**src/hdl/spq_pkg.sv**
```systemverilog
`default_nettype none

package spq_pkg;

	// Default sizing of the queue.
	localparam int unsigned SPQ_DEPTH         = 16;
	localparam int unsigned SPQ_PAYLOAD_WIDTH = 32;

	// Field widths of the item and result transfers.
	localparam int unsigned FUNC_W     = 2;
	localparam int unsigned PRIO_W     = 16;
	localparam int unsigned POS_W      = 4;
	localparam int unsigned PORT_PL_W  = 32;
	localparam int unsigned PORT_CNT_W = 5;
	localparam int unsigned STATUS_W   = 2;

	// Operation codes carried by the func field.
	typedef enum logic [FUNC_W-1:0] {
		FUNC_INSERT = 2'd0,
		FUNC_REMOVE = 2'd1,
		FUNC_PEEK   = 2'd2
	} func_t;

	// Result status codes.
	typedef enum logic [STATUS_W-1:0] {
		ST_DONE  = 2'd0,
		ST_FULL  = 2'd1,
		ST_RANGE = 2'd2
	} status_t;

	// Action broadcast to every cell of the row.
	typedef enum logic [1:0] {
		CELL_HOLD   = 2'd0,
		CELL_INSERT = 2'd1,
		CELL_REMOVE = 2'd2
	} cell_op_t;

	typedef struct packed {
		cell_op_t                 op;
		logic signed [PRIO_W-1:0] prio;
		logic [POS_W-1:0]         position;
	} cell_cmd_t;

endpackage

`default_nettype wire

```
**src/hdl/spq_cell.sv**
```systemverilog
`default_nettype none

module spq_cell #(
	parameter int unsigned INDEX         = 0,
	parameter int unsigned DEPTH         = 16,
	parameter int unsigned PAYLOAD_WIDTH = 32
) (
	input  logic                                clk,
	input  logic [$clog2(DEPTH+1)-1:0]          cnt,
	input  spq_pkg::cell_cmd_t                  cmd,
	input  logic [PAYLOAD_WIDTH-1:0]            new_payload,
	input  logic                                prev_ge,
	input  logic [PAYLOAD_WIDTH-1:0]            prev_payload,
	input  logic signed [spq_pkg::PRIO_W-1:0]   prev_prio,
	input  logic [PAYLOAD_WIDTH-1:0]            next_payload,
	input  logic signed [spq_pkg::PRIO_W-1:0]   next_prio,
	output logic                                ge,
	output logic [PAYLOAD_WIDTH-1:0]            payload_q,
	output logic signed [spq_pkg::PRIO_W-1:0]   prio_q
);
	import spq_pkg::*;

	localparam int unsigned CntW = $clog2(DEPTH + 1);
	localparam logic [CntW-1:0] Idx = CntW'(INDEX);

	logic                     occupied;
	logic                     at_or_after_pos;
	logic [PAYLOAD_WIDTH-1:0] payload_nxt;
	logic signed [PRIO_W-1:0] prio_nxt;

	// The cell holds a live entry when its place lies below the count.
	assign occupied = (Idx < cnt);

	// A live entry whose priority is at least the new one stays ahead of it.
	assign ge = occupied && (prio_q >= cmd.prio);

	// The cell takes part in closing the gap from the removed place onwards.
	assign at_or_after_pos = ({{POS_W{1'b0}}, Idx} >= {{CntW{1'b0}}, cmd.position});

	// Next contents: keep, take the new entry, or shift from a neighbour.
	always_comb begin
		payload_nxt = payload_q;
		prio_nxt    = prio_q;
		case (cmd.op)
			CELL_INSERT: begin
				if (!ge) begin
					if (prev_ge) begin
						payload_nxt = new_payload;
						prio_nxt    = cmd.prio;
					end else begin
						payload_nxt = prev_payload;
						prio_nxt    = prev_prio;
					end
				end
			end
			CELL_REMOVE: begin
				if (at_or_after_pos) begin
					payload_nxt = next_payload;
					prio_nxt    = next_prio;
				end
			end
			default: begin
			end
		endcase
	end

	// Entry storage carries no reset.
	always_ff @(posedge clk) begin
		payload_q <= payload_nxt;
		prio_q    <= prio_nxt;
	end

endmodule

`default_nettype wire

```
**src/hdl/sorted_priority_queue_top.sv**
```systemverilog
// Sorted priority queue: up to DEPTH entries, each a payload with a signed
// 16-bit priority, held in a row of cells in descending priority order with
// equal priorities kept in arrival order. Every accepted item (insert, remove
// at a position, or peek) gives exactly one result in the cycle after it,
// showing the head entry, a head valid flag, the count and a status code. The
// queue takes one item every cycle unless in_stall holds it: each cell
// compares its own priority with the new one and shifts from a neighbour
// when the item is accepted. The result register decouples the two sides;
// in_stall is raised only while a result is held and out_stall is high.
// An insert into a full queue and a remove beyond the stored entries leave the
// queue unchanged and are flagged in status.
`default_nettype none

module sorted_priority_queue_top #(
	parameter int unsigned DEPTH         = spq_pkg::SPQ_DEPTH,
	parameter int unsigned PAYLOAD_WIDTH = spq_pkg::SPQ_PAYLOAD_WIDTH
) (
	input  logic                                  clk,
	input  logic                                  arst_n,
	input  logic                                  in_valid,
	output logic                                  in_stall,
	input  logic [spq_pkg::FUNC_W-1:0]            func,
	input  logic [spq_pkg::PORT_PL_W-1:0]         payload,
	input  logic signed [spq_pkg::PRIO_W-1:0]     priority_req,
	input  logic [spq_pkg::POS_W-1:0]             position,
	output logic                                  out_valid,
	input  logic                                  out_stall,
	output logic [spq_pkg::PORT_PL_W-1:0]         head_payload,
	output logic signed [spq_pkg::PRIO_W-1:0]     head_priority,
	output logic                                  head_valid,
	output logic [spq_pkg::PORT_CNT_W-1:0]        count,
	output logic [spq_pkg::STATUS_W-1:0]          status
);
	import spq_pkg::*;

	localparam int unsigned CntW = $clog2(DEPTH + 1);
	localparam logic [CntW-1:0] Full = CntW'(DEPTH);

	logic                     in_xfer;
	logic [CntW-1:0]          count_q;
	logic [CntW-1:0]          count_nxt;
	logic                     ins_ok;
	logic                     rem_ok;
	cell_op_t                 op_sel;
	status_t                  status_nxt;
	cell_cmd_t                cmd;
	logic [PAYLOAD_WIDTH-1:0] new_payload;
	logic [PAYLOAD_WIDTH+PORT_PL_W-1:0] payload_ext;

	logic [PAYLOAD_WIDTH-1:0] cell_payload [DEPTH];
	logic signed [PRIO_W-1:0] cell_prio    [DEPTH];
	logic [DEPTH-1:0]         cell_ge;

	logic [PAYLOAD_WIDTH-1:0] head_pl_nxt;
	logic signed [PRIO_W-1:0] head_pr_nxt;
	logic [PAYLOAD_WIDTH+PORT_PL_W-1:0] head_pl_ext;
	logic [CntW+PORT_CNT_W-1:0] count_ext;

	logic                     out_valid_q;
	logic [PORT_PL_W-1:0]     head_payload_q;
	logic signed [PRIO_W-1:0] head_priority_q;
	logic                     head_valid_q;
	logic [PORT_CNT_W-1:0]    count_out_q;
	status_t                  status_q;

	// Input side is held only while a result waits and the sink is stalling.
	assign in_stall = out_valid_q && out_stall;
	assign in_xfer  = in_valid && !in_stall;

	// The incoming payload is stored at the configured width.
	assign payload_ext = {{PAYLOAD_WIDTH{1'b0}}, payload};
	assign new_payload = payload_ext[PAYLOAD_WIDTH-1:0];

	assign ins_ok = (count_q < Full);
	assign rem_ok = ({{CntW{1'b0}}, position} < {{POS_W{1'b0}}, count_q});

	// Operation decode and status.
	always_comb begin
		op_sel     = CELL_HOLD;
		status_nxt = ST_DONE;
		unique case (func_t'(func))
			FUNC_INSERT: begin
				if (ins_ok) begin
					op_sel = CELL_INSERT;
				end else begin
					status_nxt = ST_FULL;
				end
			end
			FUNC_REMOVE: begin
				if (rem_ok) begin
					op_sel = CELL_REMOVE;
				end else begin
					status_nxt = ST_RANGE;
				end
			end
			default: begin
			end
		endcase
	end

	assign cmd.op       = in_xfer ? op_sel : CELL_HOLD;
	assign cmd.prio     = priority_req;
	assign cmd.position = position;

	// Count after the operation.
	always_comb begin
		case (cmd.op)
			CELL_INSERT: count_nxt = count_q + CntW'(1);
			CELL_REMOVE: count_nxt = count_q - CntW'(1);
			default:     count_nxt = count_q;
		endcase
	end

	always_ff @(posedge clk or negedge arst_n) begin
		if (!arst_n) begin
			count_q <= '0;
		end else begin
			count_q <= count_nxt;
		end
	end

	// Row of cells, each linked to both neighbours.
	for (genvar i = 0; i < DEPTH; i++) begin : g_cell
		logic                     prev_ge;
		logic [PAYLOAD_WIDTH-1:0] prev_payload;
		logic signed [PRIO_W-1:0] prev_prio;
		logic [PAYLOAD_WIDTH-1:0] next_payload;
		logic signed [PRIO_W-1:0] next_prio;

		if (i == 0) begin : g_first
			assign prev_ge      = 1'b1;
			assign prev_payload = '0;
			assign prev_prio    = '0;
		end else begin : g_mid_prev
			assign prev_ge      = cell_ge[i-1];
			assign prev_payload = cell_payload[i-1];
			assign prev_prio    = cell_prio[i-1];
		end

		if (i == DEPTH - 1) begin : g_last
			assign next_payload = '0;
			assign next_prio    = '0;
		end else begin : g_mid_next
			assign next_payload = cell_payload[i+1];
			assign next_prio    = cell_prio[i+1];
		end

		spq_cell #(
			.INDEX         (i),
			.DEPTH         (DEPTH),
			.PAYLOAD_WIDTH (PAYLOAD_WIDTH)
		) u_cell (
			.clk          (clk),
			.cnt          (count_q),
			.cmd          (cmd),
			.new_payload  (new_payload),
			.prev_ge      (prev_ge),
			.prev_payload (prev_payload),
			.prev_prio    (prev_prio),
			.next_payload (next_payload),
			.next_prio    (next_prio),
			.ge           (cell_ge[i]),
			.payload_q    (cell_payload[i]),
			.prio_q       (cell_prio[i])
		);
	end

	// Head entry after the operation, taken from the cells' inputs.
	always_comb begin
		head_pl_nxt = cell_payload[0];
		head_pr_nxt = cell_prio[0];
		case (cmd.op)
			CELL_INSERT: begin
				if (!cell_ge[0]) begin
					head_pl_nxt = new_payload;
					head_pr_nxt = priority_req;
				end
			end
			CELL_REMOVE: begin
				if (position == '0) begin
					head_pl_nxt = cell_payload[1];
					head_pr_nxt = cell_prio[1];
				end
			end
			default: begin
			end
		endcase
	end

	assign head_pl_ext = {{PORT_PL_W{1'b0}}, head_pl_nxt};
	assign count_ext   = {{PORT_CNT_W{1'b0}}, count_nxt};

	// Result register.
	always_ff @(posedge clk or negedge arst_n) begin
		if (!arst_n) begin
			out_valid_q <= 1'b0;
		end else if (in_xfer) begin
			out_valid_q <= 1'b1;
		end else if (!out_stall) begin
			out_valid_q <= 1'b0;
		end
	end

	always_ff @(posedge clk) begin
		if (in_xfer) begin
			if (count_nxt != '0) begin
				head_payload_q  <= head_pl_ext[PORT_PL_W-1:0];
				head_priority_q <= head_pr_nxt;
				head_valid_q    <= 1'b1;
			end else begin
				head_payload_q  <= '0;
				head_priority_q <= '0;
				head_valid_q    <= 1'b0;
			end
			count_out_q <= count_ext[PORT_CNT_W-1:0];
			status_q    <= status_nxt;
		end
	end

	assign out_valid     = out_valid_q;
	assign head_payload  = head_payload_q;
	assign head_priority = head_priority_q;
	assign head_valid    = head_valid_q;
	assign count         = count_out_q;
	assign status        = status_q;

	// The count never runs past the number of cells.
	a_count_bound: assert property (@(posedge clk) disable iff (!arst_n)
		count_q <= Full)
		else $error("entry count exceeds queue depth");

	// The first two live entries stay in descending priority order.
	a_sorted_head: assert property (@(posedge clk) disable iff (!arst_n)
		count_q >= CntW'(2) |-> cell_prio[0] >= cell_prio[1])
		else $error("head entries out of priority order");

	// An insert into a full queue leaves the count alone and reports it.
	a_full_drop: assert property (@(posedge clk) disable iff (!arst_n)
		in_xfer && func == FUNC_INSERT && count_q == Full
		|=> count_q == Full && status_q == ST_FULL)
		else $error("full insert not dropped and flagged");

	// A valid remove takes exactly one entry away.
	a_remove_count: assert property (@(posedge clk) disable iff (!arst_n)
		cmd.op == CELL_REMOVE |=> count_q == $past(count_q) - CntW'(1))
		else $error("remove did not lower the count by one");

endmodule

`default_nettype wire

```
**config.mk**
```make
export PLATFORM = sky130hd
export DESIGN_NAME = sorted_priority_queue_top
export DESIGN_NICKNAME = d
export VERILOG_FILES = /design/src/hdl/spq_pkg.sv /design/src/hdl/spq_cell.sv /design/src/hdl/sorted_priority_queue_top.sv
export SDC_FILE = /design/constraint.sdc
export NUM_CORES = 2
export LEC_CHECK = 0
export BUFFER_PORTS_ARGS = -buffer_cell sky130_fd_sc_hd__buf_2
export CAP_MARGIN = 10
export CORE_MARGIN = 2
export CORE_UTILIZATION = 31
export DETAILED_ROUTE_END_ITERATION = 10
export GPL_TIMING_DRIVEN = 0
export PLACE_DENSITY = 0.54
export SYNTH_ARGS = -nofsm -noshare
export SYNTH_HDL_FRONTEND = slang
export SYNTH_SLANG_ARGS = --single-unit
export TNS_END_PERCENT = 10
```
**constraint.sdc**
```tcl
create_clock -name clk -period 15.62 [get_ports clk]
set_clock_uncertainty 0.15 [all_clocks]
set_input_delay 3.124 -clock clk [delete_from_list [all_inputs] [get_ports clk]]
set_output_delay 3.124 -clock clk [all_outputs]
set_load 0.02 [all_outputs]
```
# Yosys cells after proc, flatten, opt, wreduce, memory -nomap -nowiden
# Cells that the tools add are included.
# word_totals
ff_bits,830
wordCells,302
# classes
n_addsub,2
order_cmp,49
n_eq_ne,34
mux,139
reduce_logical,39
# ops
operator,count
32-bit two-way mux,47
32-bit one-hot mux with 2 select lines,17
16-bit two-way mux,47
16-bit one-hot mux with 2 select lines,17
16-bit greater-or-equal comparator,16
3-bit AND reduction,14
"4-bit by 5-bit < comparator with 1-bit output, first input constant",8
"2-bit by 1-bit inequality test with 1-bit output, second input constant",16
"2-bit inequality test, second input constant",15
"4-bit greater-or-equal comparator, first input constant",7
"3-bit by 5-bit < comparator with 1-bit output, first input constant",4
1-bit logical AND,18
"3-bit by 4-bit greater-or-equal comparator with 1-bit output, first input constant",4
"1-bit by 5-bit < comparator with 1-bit output, first input constant",2
"2-bit by 5-bit < comparator with 1-bit output, first input constant",2
5-bit one-hot mux with 2 select lines,1
"1-bit by 4-bit greater-or-equal comparator with 1-bit output, first input constant",2
"2-bit by 4-bit greater-or-equal comparator with 1-bit output, first input constant",2
2-bit one-hot mux with 2 select lines,2
2-bit two-way mux,3
"5-bit by 1-bit adder with 5-bit output, second input constant",1
4-bit by 5-bit < comparator with 1-bit output,1
"5-bit < comparator, second input constant",1
1-bit two-way mux,5
9 further kinds,11

# Longest topological paths before layout
# logic_depth
ltp_word,8
depth_mapped,19
mapped_depth_nobuf,16

# Hierarchy
# From an unflattened synthesis, not the netlist that was laid out.
# unflattened
hier_cells,4756
area_unflattened_um2,49804.0
# modules_own_cells
mod,instances,cells_each,area_each_um2
sorted_priority_queue_top,1,344,3474.6
spq_cell at g_cell[14].u_cell,1,280,2946.6
spq_cell at g_cell[10].u_cell,1,282,2919.0
spq_cell at g_cell[12].u_cell,1,281,2914.0
spq_cell at g_cell[6].u_cell,1,276,2910.3
spq_cell at g_cell[0].u_cell,1,274,2901.5
spq_cell at g_cell[7].u_cell,1,278,2901.5
spq_cell at g_cell[3].u_cell,1,274,2896.5
spq_cell at g_cell[1].u_cell,1,273,2894.0
spq_cell at g_cell[15].u_cell,1,276,2892.8
spq_cell at g_cell[4].u_cell,1,276,2891.5
spq_cell at g_cell[5].u_cell,1,275,2889.0
spq_cell at g_cell[8].u_cell,1,274,2885.3
spq_cell at g_cell[9].u_cell,1,274,2882.8
3 more rows,-,-,-

# Least setup slack after synthesis
# OpenSTA, ideal clock, no wires.
# synth_timing
kind,input to register
start,input port priority_req[13] in the netlist's numbering
end,"register g_cell[13].u_cell.payload_q[0], enable pin"
setup_ns,0.526
arrival_ns,8.862
required_time_ns,14.944
path_slack_ns,6.082
cell_stages,11
path_buffers,2
path_cell_list,inv_1 -> ha_1 -> a211o_1 -> a21oi_1 -> o21ai_1 -> a21o_1 -> o41ai_2 -> buf_4 -> buf_4 -> nor2_1 -> a211oi_1
# synth_between
elab_chain_len,4
# synth_rtl
element,line,text
"start, declared",sorted_priority_queue_top.sv:24,"input logic signed [spq_pkg::PRIO_W-1:0] priority_req,"
16-bit greater-or-equal comparator,spq_cell.sv:35,assign ge = occupied && (prio_q >= cmd.prio);
1-bit logical AND,spq_cell.sv:35,
2-bit inequality test (no source line),-,
3-bit AND reduction (no source line),-,
"end signal, assigned",spq_cell.sv:69,payload_q <= payload_nxt;
"end, declared",spq_cell.sv:18,"output logic [PAYLOAD_WIDTH-1:0] payload_q,"
# Every way passes these cells.
# A chain may end at the register's enable or synchronous reset.

# Final worst setup path
# layout_timing
start,input port position[1] in the netlist's numbering
end,register head_priority_q[4] (netlist: head_priority[4]) (data pin)
# layout_between
elab_chain_len,7
word_cells_on_any_way,11
# layout_rtl
element,line,text
"start, declared",sorted_priority_queue_top.sv:25,"input logic [spq_pkg::POS_W-1:0] position,"
4-bit by 5-bit < comparator with 1-bit output,sorted_priority_queue_top.sv:75,"assign rem_ok = ({{CntW{1'b0}}, position} < {{POS_W{1'b0}}, count_q});"
2-bit two-way mux,sorted_priority_queue_top.sv:90,if (rem_ok) begin
2-bit one-hot mux with 2 select lines,sorted_priority_queue_top.sv:81,unique case (func_t'(func))
2-bit two-way mux,sorted_priority_queue_top.sv:101,assign cmd.op = in_xfer ? op_sel : CELL_HOLD;
2-bit == test or 2-bit by 1-bit == test with 1-bit output (tied branches),"sorted_priority_queue_top.sv:107, sorted_priority_queue_top.sv:172",
5-bit one-hot mux with 2 select lines,sorted_priority_queue_top.sv:107,case (cmd.op)
5-bit nonzero test,sorted_priority_queue_top.sv:206,if (count_nxt != '0) begin
"end signal, assigned",sorted_priority_queue_top.sv:208,head_priority_q <= head_pr_nxt;
"end, declared",sorted_priority_queue_top.sv:61,logic signed [PRIO_W-1:0] head_priority_q;
# Parallel ways exist; a longest one is shown, timed or not.

==> flow_summary.json <==
{
  "outcome": "finished clean",
  "critPathCaptureType": "register",
  "cp-start-kind": "primary input",
  "fp.dieH_um": 403,
  "drtIter0Drc": 5512,
  "syn_nets": 4912,
  "cts_buffers": 95,
  "hold_depth": 2,
  "hpwl_um": 156000,
  "async_reset_ff_share_pct": 0.723,
  "rsz0062_at_grt": "no",
  "period_share_pct": 57.2,
  "fin_util_pct": 35.8,
  "multiInputGateArea_um2": 22700,
  "synth-compound-area-share_pct": 16.1,
  "clk_pin_slew_worst_paths_ns": 0.06,
  "io_pins": 116,
  "grt_first_pass_wirelength_um": 294000,
  "required_ns": 15.80,
  "grt_pass1_vias": 39600,
  "synth-seq-cells": 830,
  "seq_area_frac_synth_pct": 50.6,
  "wl_per_cell_um": 29.7,
  "h-tree-depth": 3,
  "cp.arrival_ns": 9.12,
  "cts_tree": "built",
  "vias": 41500,
  "max_freq_mhz": 112,
  "fp.coreArea_um2": 158000,
  "synth_cells": 4590,
  "clk_latency_ns": 0.74,
  "dieArea_um2": 162000,
  "synthSimpleGateAreaFrac_pct": 11.0,
  "stdcell_area_um2": 56500,
  "critPathKind": "primary input to register",
  "leakage_nw": 21.5,
  "r2r_cells": 15,
  "synthTopCellsByArea": "edfxtp_1 50%, mux2i_1 12%, ha_1 6.7%, a21oi_1 6.0%, nand2_1 3.7%",
  "dpl-instance-area_um2": 53500,
  "grt_max_degree": 45,
  "synth-xor-area-share_pct": 0,
  "die_w_um": 403,
  "clkSinkCount": 830,
  "ys_warn_count": 0,
  "wl_um": 208000,
  "cp_max_fo": 11,
  "cts_setup_buffers": 0,
  "holdWs_ns": 0.366,
  "synth_edf_count": 824,
  "slew_headroom_pct": 6.04,
  "areaGrowthSynthToFinish_pct": 14.8,
  "worst_pin_slew_ns": 1.40,
  "yosys-mux-area-fraction_pct": 11.9,
  "track_usage_pct": 24.9,
  "drv_slew": 0,
  "tns_ns": 0,
  "cts_root_buffer": "clkbuf_16",
  "setup_viol": 0,
  "n_fill_cell": 15900,
  "yosys.area.top_type": "edfxtp_1",
  "ys_types": 59,
  "synthTopCellsByCount": "824 x edfxtp_1, 588 x a21oi_1, 582 x mux2i_1, 488 x nand2_1, 425 x nor2_1",
  "drv_cap": 0,
  "holdBufCountCts": 0,
  "firstDrtPassIters": 7,
  "hold_violations": 0,
  "synth_area_per_cell_um2": 10.7,
  "synth_top_family_by_area": "compound AO/OA/AOI/OAI gates",
  "cts_resized": 0,
  "power_density_nw_per_um2": 147,
  "synth_area_um2": 49200,
  "rows": 146,
  "fin_crit_ns": 8.94,
  "antenna_found_initial": 17,
  "start_util_pct": 31.2,
  "grt_overflow": 0,
  "nets": 5181,
  "seq_area_um2": 24900,
  "hold_class": "register to register",
  "clockBufferDepth": 3,
  "ys.flop_type": "edfxtp_1",
  "drive_gt1_share_pct": 8.30,
  "synth_top_cell_area_share_pct": 50.3,
  "synthAdderAreaFrac_pct": 6.71,
  "port_buffers": 114,
  "ant_nets": 0,
  "irDropWorstVdd_mv": 0.0929,
  "drc_errors": 0,
  "gp_congestion": 0.994,
  "synth.most_common_cell": "edfxtp_1",
  "vias_per_cell": 5.92
}
power breakdown:
group | switching (mW) | total (mW) | internal [mW]
clock | 1.01 | 2.26 | 1.26
sequential | 0.188 | 3.16 | 2.97
combinational | 1.87 | 2.90 | 1.03
layer usage:
metal	up-vias	part of all wire [%]	GRT usage, %
li1	17900	-	-
met1	20700	43	35.0
met2	2477	42	36.1
met3	447	10	5.97
met4	10	5.3	11.6
met5	-	0.027	0
flip-flops by register name (all words and copies together) (netlist names):
register	cells
head_payload	32
count_q	5
head_priority	16
head_valid	1
g_cell.u_cell.payload_q	512
g_cell.u_cell.prio_q	256
status	2
out_valid	1
count	5
final timing paths:
kind                                  start               end  slack, ns
worst max register to register   count_q[1]  head_priority[4]       8.42
worst min register to register    out_valid         out_valid       0.37
max in group asynchronous            arst_n        count_q[1]      13.09
worst max-delay path            position[1]  head_priority[4]       6.68
worst min-delay path              out_valid         out_valid       0.37
min in group asynchronous            arst_n         out_valid       2.08
critical path, cell delays in order:
cell and delay [ns]:
buf_2 0.12, ha_1 0.27, o21ai_0 0.08, nand2b_1 0.08
a21o_1 0.17, a21oi_1 0.22, nor2_1 0.08, nor3_1 0.22
ha_1 0.27, clkbuf_1 0.89, buf_2 0.51, clkbuf_1 0.72
clkbuf_1 0.97, a21oi_1 0.14, a211oi_1 1.18
through the flow:
stage	worst slack [ns]	total power, mW	cells
floorplan	6.08	4.91	4590
global placement	-1.06	5.91	6776
detailed placement	6.26	5.99	6829
CTS	6.99	8.25	6996
global route	6.68	8.59	7003
finish	6.68	8.32	7011
placed cells by master (no fill, tap or decap), types with 52 or more instances in the layout:
master	instances
a211oi_1	55
a21oi_1	579
a221o_1	102
a2bb2oi_1	94
and2_1	52
buf_2	167
clkbuf_1	307
clkbuf_16	96
edfxtp_1	824
ha_1	264
inv_1	53
mux2i_1	581
nand2_1	488
nor2_1	425
nor2b_1	54
o21ai_0	222
logic make-up (layout without fill, tap and decap cells):
family / after synthesis / after routing
AO/OA/AOI/OAI: 1263 / 1263
AND/OR/NAND/NOR: 1214 / 1214
flip-flops: 830 / 830
multiplexers: 583 / 583
buffers and inverters: 436 / 775
adder cells (fa/ha/maj): 264 / 264
other: 0 / 10
final cells by class:
type / instances / share of cell area [%]
Inverter: 57 / 0.383
Sequential cell: 830 / 44.0
Multi-Input combinational cell: 3324 / 40.1
Tap cell: 2072 / 4.59
Timing Repair Buffer: 172 / 2.61
Clock buffer: 115 / 4.38
Clock inverter: 52 / 0.877
Antenna cell: 10 / 0.0443
Buffer: 379 / 2.93
Note: power is estimated with default switching activity, not from simulation.
